## config.mk

```make
export PLATFORM = sky130hd
export DESIGN_NAME = afc_ctrl
export DESIGN_NICKNAME = d
export VERILOG_FILES = /design/src/sv/afc_pkg.sv /design/src/sv/afc_ctrl.sv
export SDC_FILE = /design/constraint.sdc
export NUM_CORES = 1
export LEC_CHECK = 0
export ABC_CLOCK_PERIOD_IN_PS = 1500
export BUFFER_PORTS_ARGS = -buffer_cell sky130_fd_sc_hd__buf_4
export CORE_MARGIN = 10
export CORE_UTILIZATION = 50
export DETAILED_ROUTE_END_ITERATION = 12
export HOLD_SLACK_MARGIN = 0.05
export PLACE_DENSITY_LB_ADDON = 0.08
export SKIP_CTS_REPAIR_TIMING = 1
export SLEW_MARGIN = 30
export SYNTH_ARGS = -nofsm -noshare
export SYNTH_HDL_FRONTEND = slang
export SYNTH_SLANG_ARGS = --single-unit
```

## constraint.sdc

```tcl
create_clock -name clk_i -period 1.5 [get_ports clk_i]
set_input_delay 0.45 -clock clk_i [delete_from_list [all_inputs] [get_ports clk_i]]
set_output_delay 0.45 -clock clk_i [all_outputs]
set_load 0.005 [all_outputs]
```

## src/sv/afc_pkg.sv

```systemverilog
// ----------------------------------------------------------------------------
// afc_pkg
// shared types and constants of the box versus frustum culling block
// ----------------------------------------------------------------------------
package afc_pkg;

  localparam int unsigned PLANE_IDX_W = 3;
  localparam int unsigned Q_FRAC      = 16;
  localparam int unsigned OUT_TDATA_W = 8;

  localparam logic MODE_LOAD = 1'b0;
  localparam logic MODE_TEST = 1'b1;

  typedef struct packed {
    logic                   load_en;
    logic                   start;
    logic                   issue;
    logic [PLANE_IDX_W-1:0] issue_idx;
    logic                   out_load;
  } afc_cmd_t;

  typedef struct packed {
    logic last_done;
  } afc_status_t;

endpackage

```

## src/sv/afc_ctrl.sv

```systemverilog
// ----------------------------------------------------------------------------
// afc_ctrl
// sequencer: takes words, tracks loaded planes, issues one plane per cycle
// to the datapath and hands the verdict to the output register
// ----------------------------------------------------------------------------
module afc_ctrl
  import afc_pkg::*;
#(
  parameter int unsigned PLANE_COUNT = 6
) (
  input  logic                   clk_i,
  input  logic                   rst_ni,
  input  logic                   in_valid_i,
  output logic                   in_ready_o,
  input  logic                   mode_i,
  input  logic [PLANE_IDX_W-1:0] plane_index_i,
  output logic                   out_valid_o,
  input  logic                   out_ready_i,
  output afc_cmd_t               cmd_o,
  input  afc_status_t            status_i
);

  typedef enum logic [1:0] {
    IDLE,
    RUN,
    DRAIN,
    DONE
  } state_e;

  localparam logic [PLANE_IDX_W-1:0] LastIdx = PLANE_IDX_W'(PLANE_COUNT - 1);

  state_e                 state_q, state_d;
  logic [PLANE_IDX_W-1:0] cnt_q, cnt_d;
  logic [PLANE_COUNT-1:0] loaded_q, loaded_d;
  logic                   out_valid_q, out_valid_d;
  logic                   accept;
  logic                   index_ok;
  logic                   out_free;

  assign in_ready_o  = (state_q == IDLE);
  assign out_valid_o = out_valid_q;
  assign accept      = in_valid_i && in_ready_o;
  assign index_ok    = ({1'b0, plane_index_i} < (PLANE_IDX_W + 1)'(PLANE_COUNT));
  assign out_free    = !out_valid_q || out_ready_i;

  always_comb begin
    state_d       = state_q;
    cnt_d         = cnt_q;
    loaded_d      = loaded_q;
    out_valid_d   = out_valid_q && !out_ready_i;
    cmd_o         = '0;
    cmd_o.issue_idx = cnt_q;
    unique case (state_q)
      IDLE: begin
        if (accept) begin
          if (mode_i == MODE_LOAD) begin
            if (index_ok) begin
              cmd_o.load_en = 1'b1;
              loaded_d[plane_index_i[$clog2(PLANE_COUNT > 1 ? PLANE_COUNT : 2)-1:0]] = 1'b1;
            end
          end else if (&loaded_q) begin
            cmd_o.start = 1'b1;
            cnt_d       = '0;
            state_d     = RUN;
          end
        end
      end
      RUN: begin
        cmd_o.issue = 1'b1;
        if (cnt_q == LastIdx) begin
          state_d = DRAIN;
        end else begin
          cnt_d = cnt_q + 1'b1;
        end
      end
      DRAIN: begin
        if (status_i.last_done) begin
          state_d = DONE;
        end
      end
      DONE: begin
        if (out_free) begin
          cmd_o.out_load = 1'b1;
          out_valid_d    = 1'b1;
          state_d        = IDLE;
        end
      end
      default: state_d = IDLE;
    endcase
  end

  always_ff @(posedge clk_i or negedge rst_ni) begin
    if (!rst_ni) begin
      state_q     <= IDLE;
      cnt_q       <= '0;
      loaded_q    <= '0;
      out_valid_q <= 1'b0;
    end else begin
      state_q     <= state_d;
      cnt_q       <= cnt_d;
      loaded_q    <= loaded_d;
      out_valid_q <= out_valid_d;
    end
  end

endmodule

```

==> impl_metrics.yaml, run 1 <==
outcome:
  status: "finished, violations left"
  violations: "setup timing"
synthesis:
  ys_seq_area_share_pct: 42.1
  synth_top_cell_by_area: "dfrtp_1"
  syn_area_um2: 713
  synth_compound_area_share_pct: 20.7
  synth_xor_area_share_pct: 0
  netlist_instances: 66
  yosys.area_share.simple_pct: 16.7
  synth.area.mux_share_pct: 3.51
  synth_fa_ha_area_share_pct: 12.3
  avgSynthCellArea_um2: 10.8
  ys_ff_latch: 12
  yosys_warnings: 0
  syn-num-nets: 82
  netlist.area_leader.share_pct: 42.1
  synth_top_family_by_area: "compound AO/OA/AOI/OAI gates"
  synthTopCellsByArea: "dfrtp_1 (42%), ha_1 (12%), inv_1 (4.7%)"
  ys_types: 27
drt:
  viasPerCell: 5.20
  num_vias: 608
  drcViolationCount: 0
  ant_nets: 0
  drt-total-wl_um: 1720
  drtPass1Iterations: 4
  drtIter0Drc: 7
  wl_per_cell_um: 14.7
sta:
  worst_pin_slew_ps: 304
  fin_skew_ps: 5.31
  setup_viol_count_final: 5
  hold_violations: 0
  relSlewSlack_pct: 79.5
  finalCritPeriodShare_pct: 112
  fin_crit_ps: 1680
  fmax_mhz: 594
  setup_ws_ps: -184
  rsz0062_at_grt: "true"
  finalMaxSlewViolations: 0
grt:
  grt_max_degree: 13
  top_usage_layer: "met2"
  grtUsageTotal_pct: 9.74
  overflow: 0
  globalRouteMet2Util_pct: 19.3
  grt_pass1_wl_um: 2720
  grt_pass1_vias: 645
  met1_usage_pct: 9.27
  grt_util_met3_pct: 3.70
  antenna_found_initial: 0
critical_path:
  crit_family: "flip-flops"
  cpMaxStageDelayCell: "dfrtp_1"
  crit_arrival_ps: 1230
  crit_top_cell: "buf_4"
  critPathMaxStageDelay_ps: 390
  path_class: "flip-flop to output pin"
  worst_setup_path_start_kind: "flip-flop"
  crit_chain: "buf_4 -> ha_2 -> and2_1 -> buf_4"
  cp.buffers_inverters: 2
  endpoint_kind: "output pin"
  critPathRequiredTime_ps: 1050
  crit_fanout: 2
final_layout:
  syn_to_final_growth_pct: 50.0
  fin_area_um2: 1070
  fillers: 87
  drive_above_1_share_pct: 50.0
  n_antenna_cell: 0
  nets: 119
  fin_util_pct: 81.2
min_path:
  hp-class: "input port to flip-flop"
cts:
  cts_num_sinks: 12
  cts_tree: "built"
  cts_buffers: 3
  cts-root-buf: "clkbuf_4"
  clockBufferDepth: 2
  htree_levels: 1
  insertion_delay_ps: 260
  clk_pin_slew_ps: 80
pwr:
  peakVddDrop_mv: 0.988
  power_density_nw_per_um2: 1890
  power.leakage_nw: 0.537
place:
  gp_congestion: 0.796
  placed_area_um2: 960
  io_buffers: 17
  dpl.hpwl_um: 1270
die:
  ios: 18
  fp.dieH_um: 57.8
  start_util_pct: 54.1
  die_width_um: 57.8
  coreArea_um2: 1320
  std_cell_rows: 13
  fp.dieArea_um2: 3340
run:
  maxCapViolCount: 0
[layer usage]
layer,up-vias,wire length (um)
met3,2,94
met4,0,10
met5,-,0
met1,290,649
li1,305,-
met2,11,967
[logic make-up (layout without fill, tap and decap cells)]
kind of cell / after synthesis / in the layout
muxes: 2 / 2
and+or+nand+nor: 19 / 19
AOI/OAI and AO/OA: 17 / 17
DFF: 12 / 12
adders and majority gates: 7 / 7
buffers and inverters: 9 / 45
[synth_stat cells]
| library cell | instances |
|---|---|
| nand4_2 | 2 |
| inv_1 | 9 |
| nor3_1 | 1 |
| o21ai_4 | 1 |
| ha_1 | 7 |
| nand2_1 | 6 |
| dfrtp_1 | 12 |
| or3b_1 | 1 |
| nand2b_1 | 2 |
| nor3b_1 | 1 |
| o21bai_1 | 3 |
| nor2_1 | 2 |
| and4b_1 | 1 |
| o2bb2ai_1 | 1 |
| and2_1 | 1 |
| o2111ai_4 | 1 |
| mux2i_1 | 1 |
| a22o_1 | 1 |
| o41ai_1 | 1 |
| nand4_1 | 1 |
| a21o_1 | 2 |
| nand3b_1 | 1 |
| o21ai_0 | 2 |
| o211ai_1 | 1 |
| a21oi_1 | 3 |
| mux2_4 | 1 |
| a211o_1 | 1 |
[report_power, final]
group | total, W | internal (W) | switching, W
clock network | 0.000253 | 0.000147 | 0.000106
registers | 0.000547 | 0.000461 | 0.0000862
logic | 0.00122 | 0.000677 | 0.000542
[per-stage QoR]
stage	hold slack [ps]	worst slack [ps]	TNS (ps)	power, W	cells
after floorplan	154	3.82	0	0.00114	66
after global placement	297	-38.8	-93.8	0.00162	111
after detailed placement	298	-76.7	-177	0.00166	111
after CTS	4.71	-362	-1280	0.00193	115
after global routing	390	-282	-1160	0.00220	117
final	394	-184	-654	0.00202	117
[cell usage in the layout, fill, tap and decap left out, drive strengths merged, types with 2 or more instances in the layout]
cell type / n
dfrtp: 12
a21oi: 3
o21ai: 3
nand2: 6
inv: 9
ha: 7
buf: 31
a21o: 2
nand4: 3
o21bai: 3
clkbuf: 4
nand2b: 2
nor2: 2
[final cells by class]
cell class | count | area (um2) | share of cell area [%]
Clock buffer | 4 | 36.3 | 3.39
Inverter | 9 | 33.8 | 3.16
Multi-Input combinational cell | 45 | 438 | 40.9
Sequential cell | 12 | 300 | 28.1
Tap cell | 15 | 18.8 | 1.75
Timing Repair Buffer | 32 | 243 | 22.7
[worst reg2reg max path, stage by stage, from the launching register on]
cell       delay [ps]
dfrtp_1           370
inv_2              60
buf_4             140
ha_4              170
buf_4             140
nand2_4            60
o2111ai_4         110
mux2_4            320
[worst paths after layout]
| path | start | to | slack [ps] | depth (start not counted) |
|---|---|---|---|---|
| max | state_q[0]$_DFFE_PN0P_ | cmd_o[0] | -180 | 4 |
| min | plane_index_i[0] | loaded_q[4]$_DFFE_PN0P_ | 390 | 2 |
| max reg2reg | state_q[1]$_DFFE_PN0P_ | state_q[1]$_DFFE_PN0P_ | 20 | 7 |
| min reg2reg | loaded_q[3]$_DFFE_PN0P_ | loaded_q[3]$_DFFE_PN0P_ | 490 | 1 |
| max in group asynchronous | rst_ni | state_q[0]$_DFFE_PN0P_ | 780 | 2 |
| min in group asynchronous | rst_ni | cnt_q[2]$_DFFE_PN0P_ | 560 | 2 |
[sequential cells by signal, summed over array words and instances (netlist names)]
name / cells
loaded_q: 6
state_q: 2
out_valid_o: 1
cnt_q: 3
(Power assumes the default switching activity.)
==> run 2, diff against run 1 <==
--- a/config.mk
+++ b/config.mk
@@ -9,8 +9,10 @@
 export BUFFER_PORTS_ARGS = -buffer_cell sky130_fd_sc_hd__buf_4
 export CORE_MARGIN = 10
 export CORE_UTILIZATION = 50
+export CTS_BUF_LIST = sky130_fd_sc_hd__clkbuf_4
 export DETAILED_ROUTE_END_ITERATION = 12
 export HOLD_SLACK_MARGIN = 0.05
+export MAX_ROUTING_LAYER = met4
 export PLACE_DENSITY_LB_ADDON = 0.08
 export SKIP_CTS_REPAIR_TIMING = 1
 export SLEW_MARGIN = 30
==> run 2 against run 1 <==
The flow still finishes with violations (setup timing). Largest power group unchanged. Register-to-register slack worse by 140 ps. Via count is 3.5% higher. Sequential cell count stayed put.
==> impl_metrics.yaml, run 2 (same netlist as run 1, synthesis figures left out) <==
critical_path:
  endpoint_kind: "output pin"
  worst_setup_path_start_kind: "flip-flop"
  path_class: "flip-flop to output pin"
  crit_fanout: 2
  critPathRequiredTime_ps: 1050
  crit_arrival_ps: 1240
  r2r_cells: 8
drt:
  drtPass1Iterations: 2
  wl_per_cell_um: 14.4
  viasPerCell: 5.20
  ant_nets: 0
  drtIter0Drc: 4
  drt-total-wl_um: 1740
  num_vias: 629
  drcViolationCount: 0
final_layout:
  final_common_cell: "buf_4"
  n_antenna_cell: 0
  nets: 123
  syn_to_final_growth_pct: 52.8
  drive_above_1_share_pct: 50.0
  fin_util_pct: 82.7
  largest_registers: "loaded_q (6), cnt_q (3), state_q (2)"
  largest_reg_flops: 6
  final_cell_mix: "buf_4 (32), dfrtp_1 (12), inv_1 (7)"
  top_register: "loaded_q"
pwr:
  power_frac_clock_pct: 9.8
  seq_power_share_pct: 26.1
  power_switching_share_pct: 36.6
  intPower_w: 0.00132
  peakVddDrop_mv: 1.09
  total_power_w: 0.00209
  combPwrFrac_pct: 64.0
  switching_power_w: 0.000765
  power.leakage_nw: 0.552
  power_density_nw_per_um2: 1920
sta:
  setup_ws_ps: -186
  fin_skew_ps: 4.55
  setup_viol_count_final: 8
  worst_pin_slew_ps: 247
  relSlewSlack_pct: 83.3
  finalMaxSlewViolations: 0
  rsz0062_at_grt: "true"
  fin_crit_ps: 1690
  hold_violations: 0
  fmax_mhz: 593
  fin_tns_setup_ps: -1020
  finalCritPeriodShare_pct: 112
cts:
  clockBufferDepth: 2
  clk_pin_slew_ps: 80
  htree_levels: 1
  cts_num_sinks: 12
  cts-root-buf: "clkbuf_4"
  cts_buffers: 3
  cts_tree: "built"
  insertion_delay_ps: 260
min_path:
  hp-class: "input port to flip-flop"
  worstHoldPathCells: 2
die:
  start_util_pct: 54.1
  fp.dieArea_um2: 3340
  std_cell_rows: 13
  ios: 18
  die_width_um: 57.8
  fp.dieH_um: 57.8
  coreArea_um2: 1320
place:
  gp_congestion: 0.808
  io_buffers: 17
  dpl.hpwl_um: 1270
  place_ws_ps: -76.7
grt:
  grtUsageTotal_pct: 9.52
  overflow: 0
  grt_pass1_vias: 600
  grt_pass1_wl_um: 2590
  antenna_found_initial: 0
  grt_max_degree: 13
run:
  maxCapViolCount: 0
outcome:
  status: "finished, violations left"
  violations: "setup timing"
run 2: cell count changes in the layout (fill, tap and decap cells not counted), sizes merged:
cell | before | now
clkinv | 0 | 1
clkbuf | 4 | 3
buf | 31 | 35
run 2: routing by layer:
layer  global-route usage (%)  routed length, um
met5                        -                  0
met4                     1.01                  0
met3                     3.05                 80
met2                     17.5                975
met1                     9.91                682
run 2: power groups by stage:
stage / Combinational, W / Sequential, W / Clock, W
CTS: 0.00112 / 0.000543 / 0.000209
global route: 0.00147 / 0.000562 / 0.000229
floorplan: 0.000579 / 0.000562 / 0
detailed placement: 0.00111 / 0.000549 / 0
finish: 0.00134 / 0.000546 / 0.000205
global placement: 0.00108 / 0.000543 / 0
run 2: worst paths after layout:
path | startpoint | endpoint | slack (ps)
min in group asynchronous | rst_ni | cnt_q[2]$_DFFE_PN0P_ | 560
hold / removal | plane_index_i[1] | loaded_q[0]$_DFFE_PN0P_ | 390
max in group asynchronous | rst_ni | state_q[0]$_DFFE_PN0P_ | 780
setup reg to reg | state_q[1]$_DFFE_PN0P_ | state_q[1]$_DFFE_PN0P_ | -120
setup / recovery | state_q[0]$_DFFE_PN0P_ | cmd_o[0] | -190
hold reg to reg | loaded_q[3]$_DFFE_PN0P_ | loaded_q[3]$_DFFE_PN0P_ | 490
run 2: cell type report:
cell class                 instances  area (um2)
multi-input combinational         45         427
sequential                        12         300
timing repair buffer              36         284
fill                              80         228
inverter                           9        33.8
clock buffer                       3        22.5
tap                               15        18.8
clock inverter                     1        3.75
run 2: worst max-delay path, cell delays in order (launching register included):
cell and delay (ps):
dfrtp_1 390, buf_4 150, ha_2 180, and2_1 130, buf_4 130
run 2: per-stage QoR:
stage | cell area [um2] | instances | hold WS [ps]
2_1_floorplan | 716 | 66 | 154
3_3_place_gp | 960 | 111 | 297
3_5_place_dp | 960 | 111 | 298
4_1_cts | 986 | 115 | 8.44
5_1_grt | 1090 | 121 | 389
6_report | 1090 | 121 | 391
